### config.mk
export PLATFORM = sky130hd
export DESIGN_NAME = bmp_pixel_stream_decoder_core
export DESIGN_NICKNAME = d
export VERILOG_FILES = /design/src/rtl/bmpd_pkg.sv /design/src/rtl/bmpd_parser.sv /design/src/rtl/bmpd_out_fifo.sv /design/src/rtl/bmp_pixel_stream_decoder_core.sv
export SDC_FILE = /design/constraint.sdc
export NUM_CORES = 1
export LEC_CHECK = 0
export BUFFER_PORTS_ARGS = -buffer_cell sky130_fd_sc_hd__buf_4
export CORE_ASPECT_RATIO = 1.4
export CORE_MARGIN = 2
export CORE_UTILIZATION = 35
export CTS_CLUSTER_DIAMETER = 150
export DETAILED_ROUTE_END_ITERATION = 12
export SLEW_MARGIN = 5
export SYNTH_ARGS = -nofsm -noshare
export SYNTH_HDL_FRONTEND = slang
export SYNTH_HIERARCHICAL = 1
export SYNTH_SLANG_ARGS = --single-unit
### constraint.sdc
create_clock -name clk -period 17.11 [get_ports clk]
set_clock_uncertainty 0.15 [all_clocks]
set_input_delay 0.8555 -clock clk [delete_from_list [all_inputs] [get_ports clk]]
set_output_delay 0.8555 -clock clk [all_outputs]
set_load 0.005 [all_outputs]
### src/rtl/bmpd_pkg.sv
package bmpd_pkg;

    localparam int ARGB_W = 32;
    localparam int IDX_W  = 24;

    localparam logic [15:0] BMP_SIGNATURE    = 16'h4D42;
    localparam logic [31:0] MIN_PIXEL_OFFSET = 32'd54;
    localparam logic [15:0] DEPTH_24         = 16'd24;
    localparam logic [15:0] DEPTH_32         = 16'd32;
    localparam logic [7:0]  ALPHA_OPAQUE     = 8'hFF;

    typedef enum logic [2:0] {
        PH_HEADER  = 3'd0,
        PH_SKIP    = 3'd1,
        PH_PIXELS  = 3'd2,
        PH_PADDING = 3'd3,
        PH_DONE    = 3'd4,
        PH_ERROR   = 3'd5
    } phase_t;

    typedef enum logic [2:0] {
        ST_PIXEL     = 3'd0,
        ST_DONE      = 3'd1,
        ST_BAD_SIG   = 3'd2,
        ST_BAD_DEPTH = 3'd3,
        ST_TRUNC     = 3'd4,
        ST_BAD_SIZE  = 3'd5
    } status_t;

    typedef struct packed {
        logic [ARGB_W-1:0] argb;
        logic [IDX_W-1:0]  index;
        status_t           status;
    } result_t;

endpackage

### src/rtl/bmpd_parser.sv
module bmpd_parser #(
    parameter int MAX_DIM = 4096
) (
    input  logic              clk,
    input  logic              rst_n,
    input  logic              fire,
    input  logic [7:0]        data_byte,
    input  logic              end_of_file,
    output logic              res_valid,
    output bmpd_pkg::result_t res
);
    import bmpd_pkg::*;

    localparam int DIM_W  = $clog2(MAX_DIM + 1);
    localparam int PROD_W = 2 * DIM_W;

    // Byte positions that complete header fields.
    localparam logic [31:0] POS_SIG    = 32'd1;
    localparam logic [31:0] POS_OFFSET = 32'd13;
    localparam logic [31:0] POS_WIDTH  = 32'd21;
    localparam logic [31:0] POS_HEIGHT = 32'd25;
    localparam logic [31:0] POS_DEPTH  = 32'd29;
    localparam logic [31:0] POS_LAST   = 32'd53;

    phase_t              phase_reg, phase_next;
    logic [31:0]         pos_reg, pos_next;
    logic [31:0]         gather_reg, gather_next;
    logic [31:0]         start_reg, start_next;
    logic [DIM_W-1:0]    width_reg, width_next;
    logic [DIM_W-1:0]    height_reg, height_next;
    logic                top_down_reg, top_down_next;
    logic                four_reg, four_next;
    logic [1:0]          comp_reg, comp_next;
    logic [23:0]         partial_reg, partial_next;
    logic [DIM_W-1:0]    column_reg, column_next;
    logic [DIM_W-1:0]    rows_reg, rows_next;
    logic [IDX_W-1:0]    row_base_reg, row_base_next;
    logic [1:0]          pad_reg, pad_next;

    logic [31:0]         shifted;
    logic [31:0]         height_mag;
    logic                hdr_err;
    status_t             hdr_code;
    logic                pix_done;
    logic [DIM_W-1:0]    column_inc;
    logic [DIM_W-1:0]    rows_inc;
    logic                row_wrap;
    logic                last_row;
    logic [PROD_W-1:0]   bottom_prod;
    logic [IDX_W-1:0]    bottom_base;
    logic [31:0]         pos_inc;

    assign shifted     = {data_byte, gather_reg[31:8]};
    assign height_mag  = shifted[31] ? (~shifted + 32'd1) : shifted;
    assign pos_inc     = pos_reg + 32'd1;
    assign pix_done    = (phase_reg == PH_PIXELS)
                      && ((four_reg && comp_reg == 2'd3) || (!four_reg && comp_reg == 2'd2));
    assign column_inc  = column_reg + DIM_W'(1);
    assign rows_inc    = rows_reg + DIM_W'(1);
    assign row_wrap    = column_inc >= width_reg;
    assign last_row    = rows_inc >= height_reg;
    // Start of the bottom row, which is the first stored row of a bottom-up image.
    assign bottom_prod = PROD_W'(height_reg - DIM_W'(1)) * PROD_W'(width_reg);
    assign bottom_base = IDX_W'(bottom_prod);

    // Header field checks, each on the byte that completes its field.
    always_comb
    begin
        hdr_err  = 1'b0;
        hdr_code = ST_PIXEL;
        if (phase_reg == PH_HEADER)
        begin
            if (pos_reg == POS_SIG && shifted[31:16] != BMP_SIGNATURE)
            begin
                hdr_err  = 1'b1;
                hdr_code = ST_BAD_SIG;
            end
            else if (pos_reg == POS_OFFSET && shifted < MIN_PIXEL_OFFSET)
            begin
                hdr_err  = 1'b1;
                hdr_code = ST_BAD_SIZE;
            end
            else if (pos_reg == POS_WIDTH
                     && (shifted == 32'd0 || shifted > 32'(MAX_DIM)))
            begin
                hdr_err  = 1'b1;
                hdr_code = ST_BAD_SIZE;
            end
            else if (pos_reg == POS_HEIGHT
                     && (height_mag == 32'd0 || height_mag > 32'(MAX_DIM)))
            begin
                hdr_err  = 1'b1;
                hdr_code = ST_BAD_SIZE;
            end
            else if (pos_reg == POS_DEPTH
                     && shifted[31:16] != DEPTH_24 && shifted[31:16] != DEPTH_32)
            begin
                hdr_err  = 1'b1;
                hdr_code = ST_BAD_DEPTH;
            end
        end
    end

    // Next state.
    always_comb
    begin
        phase_next    = phase_reg;
        pos_next      = pos_reg;
        gather_next   = gather_reg;
        start_next    = start_reg;
        width_next    = width_reg;
        height_next   = height_reg;
        top_down_next = top_down_reg;
        four_next     = four_reg;
        comp_next     = comp_reg;
        partial_next  = partial_reg;
        column_next   = column_reg;
        rows_next     = rows_reg;
        row_base_next = row_base_reg;
        pad_next      = pad_reg;

        case (phase_reg)
            PH_HEADER:
            begin
                gather_next = shifted;
                if (pos_reg == POS_OFFSET)
                begin
                    start_next = shifted;
                end
                if (pos_reg == POS_WIDTH && !hdr_err)
                begin
                    width_next = DIM_W'(shifted);
                end
                if (pos_reg == POS_HEIGHT)
                begin
                    if (shifted[31])
                    begin
                        top_down_next = 1'b1;
                    end
                    if (!hdr_err)
                    begin
                        height_next = DIM_W'(height_mag);
                    end
                end
                if (pos_reg == POS_DEPTH && !hdr_err)
                begin
                    four_next = (shifted[31:16] == DEPTH_32);
                end
                if (hdr_err)
                begin
                    phase_next = PH_ERROR;
                end
                else
                begin
                    pos_next = pos_inc;
                    if (pos_reg == POS_LAST)
                    begin
                        if (start_reg == MIN_PIXEL_OFFSET)
                        begin
                            phase_next    = PH_PIXELS;
                            column_next   = '0;
                            rows_next     = '0;
                            comp_next     = '0;
                            partial_next  = '0;
                            pad_next      = '0;
                            row_base_next = top_down_reg ? '0 : bottom_base;
                        end
                        else
                        begin
                            phase_next = PH_SKIP;
                        end
                    end
                end
            end
            PH_SKIP:
            begin
                pos_next = pos_inc;
                if (pos_inc == start_reg)
                begin
                    phase_next    = PH_PIXELS;
                    column_next   = '0;
                    rows_next     = '0;
                    comp_next     = '0;
                    partial_next  = '0;
                    pad_next      = '0;
                    row_base_next = top_down_reg ? '0 : bottom_base;
                end
            end
            PH_PIXELS:
            begin
                if (pix_done)
                begin
                    comp_next    = '0;
                    partial_next = '0;
                    if (row_wrap)
                    begin
                        column_next = '0;
                        rows_next   = rows_inc;
                        if (last_row)
                        begin
                            phase_next = PH_DONE;
                        end
                        else
                        begin
                            row_base_next = top_down_reg ? row_base_reg + IDX_W'(width_reg)
                                                         : row_base_reg - IDX_W'(width_reg);
                            pad_next = four_reg ? 2'd0 : width_reg[1:0];
                            if (!four_reg && width_reg[1:0] != 2'd0)
                            begin
                                phase_next = PH_PADDING;
                            end
                        end
                    end
                    else
                    begin
                        column_next = column_inc;
                    end
                end
                else
                begin
                    comp_next = comp_reg + 2'd1;
                    case (comp_reg)
                        2'd0:    partial_next[7:0]   = data_byte;
                        2'd1:    partial_next[15:8]  = data_byte;
                        2'd2:    partial_next[23:16] = data_byte;
                        default: partial_next        = partial_reg;
                    endcase
                end
            end
            PH_PADDING:
            begin
                pad_next = pad_reg - 2'd1;
                if (pad_reg == 2'd1)
                begin
                    phase_next = PH_PIXELS;
                end
            end
            default:
            begin
                phase_next = phase_reg;
            end
        endcase

        // The last byte of a file returns everything to the reset state.
        if (end_of_file)
        begin
            phase_next    = PH_HEADER;
            pos_next      = '0;
            gather_next   = '0;
            start_next    = '0;
            width_next    = '0;
            height_next   = '0;
            top_down_next = 1'b0;
            four_next     = 1'b0;
            comp_next     = '0;
            partial_next  = '0;
            column_next   = '0;
            rows_next     = '0;
            row_base_next = '0;
            pad_next      = '0;
        end
    end

    // Result of the current byte.
    always_comb
    begin
        res_valid    = 1'b0;
        res.argb     = '0;
        res.index    = '0;
        res.status   = ST_PIXEL;
        if (hdr_err)
        begin
            res_valid  = 1'b1;
            res.status = hdr_code;
        end
        else if (pix_done)
        begin
            res_valid  = 1'b1;
            res.argb   = four_reg ? {data_byte, partial_reg}
                                  : {ALPHA_OPAQUE, data_byte, partial_reg[15:0]};
            res.index  = row_base_reg + IDX_W'(column_reg);
            res.status = (row_wrap && last_row) ? ST_DONE : ST_PIXEL;
        end

        if (end_of_file)
        begin
            if (res_valid && res.status == ST_PIXEL)
            begin
                res.status = ST_TRUNC;
                res.argb   = '0;
                res.index  = '0;
            end
            else if (!res_valid && phase_reg != PH_DONE && phase_reg != PH_ERROR
                     && !(pix_done && row_wrap && last_row))
            begin
                res_valid  = 1'b1;
                res.status = ST_TRUNC;
            end
        end
    end

    always_ff @(posedge clk or negedge rst_n)
    begin
        if (!rst_n)
        begin
            phase_reg    <= PH_HEADER;
            pos_reg      <= '0;
            gather_reg   <= '0;
            start_reg    <= '0;
            width_reg    <= '0;
            height_reg   <= '0;
            top_down_reg <= 1'b0;
            four_reg     <= 1'b0;
            comp_reg     <= '0;
            partial_reg  <= '0;
            column_reg   <= '0;
            rows_reg     <= '0;
            row_base_reg <= '0;
            pad_reg      <= '0;
        end
        else if (fire)
        begin
            phase_reg    <= phase_next;
            pos_reg      <= pos_next;
            gather_reg   <= gather_next;
            start_reg    <= start_next;
            width_reg    <= width_next;
            height_reg   <= height_next;
            top_down_reg <= top_down_next;
            four_reg     <= four_next;
            comp_reg     <= comp_next;
            partial_reg  <= partial_next;
            column_reg   <= column_next;
            rows_reg     <= rows_next;
            row_base_reg <= row_base_next;
            pad_reg      <= pad_next;
        end
    end

    a_err_zero: assert property (@(posedge clk) disable iff (!rst_n)
        (res_valid && res.status != ST_PIXEL && res.status != ST_DONE)
        |-> (res.argb == '0 && res.index == '0))
        else $error("error result carries pixel data");

    a_pos_in_image: assert property (@(posedge clk) disable iff (!rst_n)
        (phase_reg == PH_PIXELS || phase_reg == PH_PADDING)
        |-> (column_reg < width_reg && rows_reg < height_reg))
        else $error("pixel position outside the image");

    a_pad_24bit: assert property (@(posedge clk) disable iff (!rst_n)
        (phase_reg == PH_PADDING) |-> (!four_reg && pad_reg != 2'd0))
        else $error("row padding in a 32-bit image or with no bytes left");

    a_eof_restart: assert property (@(posedge clk) disable iff (!rst_n)
        (fire && end_of_file) |=> (phase_reg == PH_HEADER && pos_reg == '0))
        else $error("decoder did not restart after end of file");

endmodule

### src/rtl/bmpd_out_fifo.sv
module bmpd_out_fifo (
    input  logic              clk,
    input  logic              rst_n,
    input  logic              push,
    input  bmpd_pkg::result_t din,
    output logic              full,
    output logic              out_valid,
    input  logic              out_ready,
    output bmpd_pkg::result_t dout
);
    import bmpd_pkg::*;

    result_t    head_reg, head_next;
    result_t    skid_reg, skid_next;
    logic [1:0] count_reg, count_next;
    logic       pop;

    assign full      = (count_reg == 2'd2);
    assign out_valid = (count_reg != 2'd0);
    assign dout      = head_reg;
    assign pop       = out_valid && out_ready;

    always_comb
    begin
        head_next  = head_reg;
        skid_next  = skid_reg;
        count_next = count_reg;
        case ({push, pop})
            2'b10:
            begin
                if (count_reg == 2'd0)
                begin
                    head_next = din;
                end
                else
                begin
                    skid_next = din;
                end
                count_next = count_reg + 2'd1;
            end
            2'b01:
            begin
                head_next  = skid_reg;
                count_next = count_reg - 2'd1;
            end
            2'b11:
            begin
                if (count_reg == 2'd1)
                begin
                    head_next = din;
                end
                else
                begin
                    head_next = skid_reg;
                    skid_next = din;
                end
            end
            default:
            begin
                count_next = count_reg;
            end
        endcase
    end

    always_ff @(posedge clk or negedge rst_n)
    begin
        if (!rst_n)
        begin
            count_reg <= '0;
        end
        else
        begin
            count_reg <= count_next;
        end
    end

    always_ff @(posedge clk)
    begin
        head_reg <= head_next;
        skid_reg <= skid_next;
    end

    a_no_overflow: assert property (@(posedge clk) disable iff (!rst_n)
        push |-> !full)
        else $error("result pushed into a full buffer");

    a_count_range: assert property (@(posedge clk) disable iff (!rst_n)
        count_reg != 2'd3)
        else $error("buffer count out of range");

    a_hold_head: assert property (@(posedge clk) disable iff (!rst_n)
        (out_valid && !out_ready) |=> (out_valid && $stable(head_reg)))
        else $error("stalled result changed");

endmodule

### src/rtl/bmp_pixel_stream_decoder_core.sv
// Streaming BMP decoder for uncompressed 24-bit and 32-bit images. The block takes the
// file one byte per transaction on the slave stream, with tlast on the final byte, and
// parses the 14-byte file header and 40-byte info header (signature, pixel offset, width,
// signed height, bit count). Bytes up to the pixel offset are skipped, then every BGR
// or BGRA group becomes one ARGB pixel (alpha 255 for 24-bit data), sent with its
// destination index row * width + column, row 0 on top; bottom-up files are flipped and
// row padding is dropped. The master stream carries one transaction per pixel, per header
// error or per truncation, with a status code in tuser. After an error, or after the last
// pixel, bytes are ignored until tlast, and tlast always starts a new file. One byte is
// accepted every clock cycle: each byte passes an input register, the parser update, and
// a two-entry result buffer. The result is written into that buffer when the parser takes
// its byte and is then offered on the master stream. The input stalls only while a byte
// is held and that buffer is full, which takes a stall on the master side.
module bmp_pixel_stream_decoder_core #(
    parameter int MAX_DIM = 4096
) (
    input  logic        clk,
    input  logic        rst_n,

    input  logic        s_axis_tvalid,
    output logic        s_axis_tready,
    input  logic [7:0]  s_axis_tdata,   // [7:0] data_byte
    input  logic        s_axis_tlast,   // end_of_file

    output logic        m_axis_tvalid,
    input  logic        m_axis_tready,
    output logic [55:0] m_axis_tdata,   // [31:0] pixel_argb, [55:32] pixel_index
    output logic [2:0]  m_axis_tuser    // [2:0] status
);
    import bmpd_pkg::*;

    // Input register: holds one byte until the parser takes it.
    logic       in_valid_reg, in_valid_next;
    logic [7:0] in_byte_reg;
    logic       in_eof_reg;

    logic       proc_fire;
    logic       in_take;
    logic       res_valid;
    result_t    res;
    logic       buf_full;
    result_t    buf_out;

    // The parser advances whenever a byte is held and the result buffer has room,
    // whether or not that byte produces a result.
    assign proc_fire     = in_valid_reg && !buf_full;
    assign s_axis_tready = !in_valid_reg || !buf_full;
    assign in_take       = s_axis_tvalid && s_axis_tready;

    always_comb
    begin
        in_valid_next = in_valid_reg;
        if (in_take)
        begin
            in_valid_next = 1'b1;
        end
        else if (proc_fire)
        begin
            in_valid_next = 1'b0;
        end
    end

    always_ff @(posedge clk or negedge rst_n)
    begin
        if (!rst_n)
        begin
            in_valid_reg <= 1'b0;
        end
        else
        begin
            in_valid_reg <= in_valid_next;
        end
    end

    always_ff @(posedge clk)
    begin
        if (in_take)
        begin
            in_byte_reg <= s_axis_tdata;
            in_eof_reg  <= s_axis_tlast;
        end
    end

    bmpd_parser #(
        .MAX_DIM (MAX_DIM)
    ) u_parser (
        .clk         (clk),
        .rst_n       (rst_n),
        .fire        (proc_fire),
        .data_byte   (in_byte_reg),
        .end_of_file (in_eof_reg),
        .res_valid   (res_valid),
        .res         (res)
    );

    // Two-entry output buffer decouples the parser from master-side stalls.
    bmpd_out_fifo u_out_fifo (
        .clk       (clk),
        .rst_n     (rst_n),
        .push      (proc_fire && res_valid),
        .din       (res),
        .full      (buf_full),
        .out_valid (m_axis_tvalid),
        .out_ready (m_axis_tready),
        .dout      (buf_out)
    );

    assign m_axis_tdata = {buf_out.index, buf_out.argb};
    assign m_axis_tuser = buf_out.status;

endmodule

==> results.cfg, run 1 <==
[routing]
avgRoutedWirePerCell_um = 19.0
drt-pass1-iter-count = 5
drtIter0Drc = 1529
via_count = 22000
detail-route-antenna-nets = 0
via_per_inst = 5.46
drt_wl_total_mm = 76.6
drc = 0

[finish]
stdcell_count = 4029
final_common_cell = nand2_1
diodes = 0
synthToLayoutAreaGrowth_pct = 9.00
postLayoutCellArea_um2 = 30400
final_nets = 3263
drive_gt1_share_pct = 11.5
final_cell_mix = 298 x nand2_1, 290 x inv_1, 200 x dfrtp_1, 195 x nor2_1, 157 x fa_1

[floorplan]
fp-row-count = 122
core_um2 = 79100
die_w_um = 243
ios = 74
initial_core_util_pct = 35.3
dieArea_um2 = 82100
dieHeight_um = 338

[critical_path]
rr_worst_depth = 27
end_kind = register
crit_type = register to register
arrival_ps = 8290
crit_path_max_fanout = 16
cp-start-kind = register
r2r-start = u_parser/height_reg[0]
r2r_end = u_parser/row_base_reg[23]
rrSetupSlack_ps = 9100
worst_ep_required_time_ps = 17390

[global_route]
grt_pass1_wl_mm = 122
grt_use_total_pct = 18.4
grt_overflow = 0
grt_max_degree = 88
grt_pass1_vias = 21700
antenna_found_initial = 0

[clock_tree]
clk_path_buf_depth = 3
hold_buffers = 0
cts.repair.resized = 0
cts_setup_buffers = 0
clkSinkCount = 327
cts_tree = yes
insertion_delay_ps = 540
htreeDepth = 2
cts.clk_slew.worst_paths_ps = 70
root_buffer = clkbuf_16
numCtsBuffers = 34

[timing]
max_slew.worst_pin.slew_ps = 1190
maxSlewViolCount = 0
grt_setup_unrepaired = no
setup_violations = 0
finalHoldViolations = 0
tns_ps = 0
min_period_over_period_pct = 46.8
period_needed_ps = 8010
relSlewSlack_pct = 20.1
max_freq_ghz = 0.125

[place]
place_congestion = 0.916
dp.cells = 3968
dpl_cell_area_um2 = 29300
hpwl_mm = 56.3
port_buffers = 73

[logic_synthesis]
seq_area_frac_synth_pct = 31.6
synthArstFlopShare_pct = 61.2
synthDistinctLibCells = 97
synth_warnings = 6
yosys_register_bits = 327
syn_nets = 3301
synth_edf_count = 127
synth_area_um2 = 27900
synthCells = 2988
syn-mean-instance-area_um2 = 9.35
synth_top_flop_cell = dfrtp_1

[status]
run_status = finished clean

[hold_path]
min_path_type = input pin to asynchronous set/reset pin

[pwr]
leakage_nw = 13.3
powerDensity_nw_per_um2 = 216
irDropWorstVdd_uv = 201

[flow_run]
maxCapViolCount = 0
==> worst max-delay path by stage <==
| stage | start | end | slack, ps | cells past startpoint |
|---|---|---|---|---|
| 2_1_floorplan | u_parser/pos_reg[28] | u_out_fifo/dout[0] | 9380 | 13 |
| 3_3_place_gp | u_parser/height_reg[0] | u_parser/row_base_reg[23] | 9260 | 27 |
| 3_5_place_dp | u_parser/height_reg[0] | u_parser/row_base_reg[23] | 9110 | 27 |
| 4_1_cts | u_parser/height_reg[0] | u_parser/row_base_reg[23] | 9080 | 27 |
| 5_1_grt | u_parser/height_reg[0] | u_parser/row_base_reg[23] | 8590 | 25 |
| 6_report | u_parser/height_reg[0] | u_parser/row_base_reg[23] | 9100 | 27 |
==> synth_stat cells (68+ instances only) <==
master    count  area share [%]
dfrtp_1     200              18
nand2_1     298             4.0
xnor2_1      93             2.9
mux2_2       68             2.7
fa_1        157              11
nor2_1      197             2.6
clkbuf_1    135             1.8
edfxtp_1    127              14
and2_1      128             2.9
ha_1        143             6.4
a21oi_1     113             2.0
o21ai_0     136             2.4
inv_1       290             3.9
nand3_1      83             1.5
==> cells by family after synthesis <==
family          share of synthesized area, %
fa+ha+maj                               17.7
xor+xnor                                4.78
flops                                   31.6
buf+inv                                 7.14
compound gates                          14.3
simple gates                            18.0
mux                                     6.56
==> cell type report <==
cell class	count	area, um^2
repair buffers	113	855
clock buffers	40	915
fillers	7932	48600
multi-input cells	2180	17200
clock inverters	21	255
inverters	294	1100
well taps	1054	1320
flip-flops and latches	327	8820
==> routing by layer <==
| layer | track usage, % | wire length (um) | share of wire (%) |
|---|---|---|---|
| met1 | 22.0 | 30900 | 40 |
| met3 | 1.40 | 2720 | 3.5 |
| met4 | 7.87 | 3270 | 4.3 |
| met5 | 0 | 0 | 0 |
| met2 | 33.5 | 39800 | 52 |
==> critical path, cell delays in order, from the launching register on <==
cell      delay [ps]
dfrtp_1          590
or4_1            640
nor4_1           440
nand2_1          130
xnor2_1          150
buf_4            190
and2_1           180
fa_1             500
inv_1             50
fa_1             490
inv_1             50
fa_1             510
fa_1             440
fa_1             550
inv_1             50
fa_1             500
inv_1             40
ha_1             350
a21o_1           200
a21o_1           170
a21o_1           180
a21oi_1          240
nand4_1          160
a41oi_1          280
xnor2_1          130
nor3_1           170
o22ai_1          110
a221oi_1         260
==> report_power, final <==
| part | switching (mW) | leakage, nW | internal (mW) | total [mW] |
|---|---|---|---|---|
| Clock | 0.336 | 0.564 | 0.463 | 0.799 |
| Sequential | 0.254 | 3.99 | 1.08 | 1.33 |
| Combinational | 2.68 | 8.72 | 1.77 | 4.45 |
| Total | 3.27 | 13.3 | 3.31 | 6.58 |
==> per-stage QoR <==
stage               util (%)  hold slack, ps  power (mW)  setup slack (ps)
floorplan                  -             300        4.56              9380
global placement        37.0             316        5.74              9260
detailed placement      37.0             323        5.79              9110
CTS                     38.5             236        6.62              9080
global route            38.5             268        7.17              8590
finish                  38.5             174        6.58              9100
Note: power is estimated with default switching activity, not from simulation.
==> run 2, diff against run 1 <==
==> constraint.sdc (replaced) <==
create_clock -name clk -period 7.3 [get_ports clk]
set_clock_uncertainty 0.15 [all_clocks]
set_input_delay 0.365 -clock clk [delete_from_list [all_inputs] [get_ports clk]]
set_output_delay 0.365 -clock clk [all_outputs]
set_load 0.005 [all_outputs]
==> results.cfg, run 2 (synthesized netlist as in run 1, its figures left out) <==
[pwr]
clock_power_share_pct = 11.4
power_mw = 16.7
internal-power_mw = 8.69
p_comb_share_pct = 70.0
share_seq_of_total_power_pct = 18.6
leakage_nw = 13.7
switching_share_pct = 48.0
powerDensity_nw_per_um2 = 530
p_sw_mw = 8.02
irDropWorstVdd_uv = 305

[place]
hpwl_mm = 58.0
port_buffers = 73
place_congestion = 0.898

[timing]
period_needed_ps = 7140
maxSlewViolCount = 0
whs_ps = 287
setup_violations = 0
tns_ps = 0
relSlewSlack_pct = 20.0
min_period_over_period_pct = 97.8
max_freq_ghz = 0.140
max_slew.worst_pin.slew_ps = 1200
grt_setup_unrepaired = yes
finalHoldViolations = 0

[critical_path]
rr_worst_depth = 27
worst_ep_required_time_ps = 7590
rrSetupSlack_ps = 160
arrival_ps = 7430
r2r_end = u_parser/row_base_reg[23]
crit_path_max_fanout = 6
cp_slowest_cell = or4_4
r2r-start = u_parser/height_reg[0]
end_kind = register
cp-start-kind = register
cp_common_cell = fa_1
slowest_delay_ps = 600
crit_type = register to register

[global_route]
grt_use_total_pct = 18.6
grt_max_degree = 85
grt_pass1_wl_mm = 123
grt_pass1_vias = 22000
grt_overflow = 0
antenna_found_initial = 0

[clock_tree]
htreeDepth = 2
numCtsBuffers = 35
cts_tree = yes
insertion_delay_ps = 550
clkSinkCount = 327
root_buffer = clkbuf_16
cts.clk_slew.worst_paths_ps = 70
clk_path_buf_depth = 3

[finish]
final_common_cell = nand2_1
regArea_um2 = 8820
final_nets = 3346
diodes = 0
synthToLayoutAreaGrowth_pct = 12.7
final_cell_mix = 296 x nand2_1, 286 x inv_1, 200 x dfrtp_1, 194 x nor2_1, 178 x buf_4
fillers = 7825
multi_input_area_um2 = 17500
drive_gt1_share_pct = 15.2

[routing]
drt-pass1-iter-count = 5
drtIter0Drc = 1347
via_per_inst = 5.42
drt_wl_total_mm = 78.0
avgRoutedWirePerCell_um = 19.0
detail-route-antenna-nets = 0
via_count = 22300
drc = 0

[floorplan]
ios = 74
core_um2 = 79100
dieHeight_um = 338
initial_core_util_pct = 35.3
fp-row-count = 122
die_w_um = 243
dieArea_um2 = 82100

[hold_path]
min_path_type = input pin to asynchronous set/reset pin

[status]
run_status = finished clean

[flow_run]
maxCapViolCount = 0
[run 2: cell count changes in the layout (fill, tap and decap cells not counted), sizes merged]
cell,delta
buf,+71
bufinv,+1
clkbuf,-2
clkinv,+3
clkinvlp,-1
dlygate4sd3,+11
[run 2: worst max path at each step]
stage | slack (ps) | cells past startpoint | end | start
2_1_floorplan | 80 | 26 | u_parser/row_base_reg[23] | u_parser/height_reg[2]
3_3_place_gp | -70 | 25 | u_parser/row_base_reg[22] | u_parser/height_reg[3]
5_1_grt | -130 | 27 | u_parser/row_base_reg[23] | u_parser/height_reg[0]
6_report | 160 | 27 | u_parser/row_base_reg[23] | u_parser/height_reg[0]
3_5_place_dp | -190 | 24 | u_parser/row_base_reg[22] | u_parser/height_reg[3]
4_1_cts | 3 | 24 | u_parser/row_base_reg[22] | u_parser/height_reg[3]
[run 2: layer usage]
metal / GRT usage [%] / wire, um
met5: 0 / 0
met4: 8.68 / 3760
met3: 1.67 / 2570
met2: 33.6 / 40500
met1: 22.1 / 31100
[run 2: repair_timing]
action,in CTS,in global routing
buffers inserted,2,11
resized for setup,10,57
pin swaps,3,46
hold buffers,11,0
endpoints found under the setup margin,7,10
endpoints found under the hold margin,92,0
[run 2: critical path: cells and delay by family, from the launching register on]
| family | cells | cell delay [ps] |
|---|---|---|
| fa+ha+maj | 7 | 3260 |
| simple gates | 6 | 1360 |
| compound gates | 7 | 1290 |
| flops | 1 | 380 |
| buf+inv | 5 | 340 |
| xor+xnor | 2 | 240 |
[run 2: final cells by class]
type	instances	area share, %
clock buffer	38	2.83
tap	1054	4.19
clock inverter	24	0.926
multi-input combinational	2180	55.7
sequential	327	28.0
timing repair buffer	195	4.88
inverter	294	3.50
[run 2: power groups by stage]
stage,Combinational [mW],Clock [mW],Sequential (mW)
3_3_place_gp,10.8,0,3.11
6_report,11.7,1.90,3.11
2_1_floorplan,7.84,0,2.84
3_5_place_dp,10.9,0,3.13
4_1_cts,11.0,1.96,3.09
5_1_grt,12.9,2.02,3.17
[run 2: per-stage QoR]
step	setup WS, ps	instances	utilization [%]	instance area (um^2)
final	160	4112	39.8	31500
after global routing	-131	4112	39.8	31500
after CTS	3.00	4101	39.3	31100
after detailed placement	-188	4026	37.6	29700
after global placement	-71.3	4026	37.6	29700
after floorplan	83.2	2988	-	27900
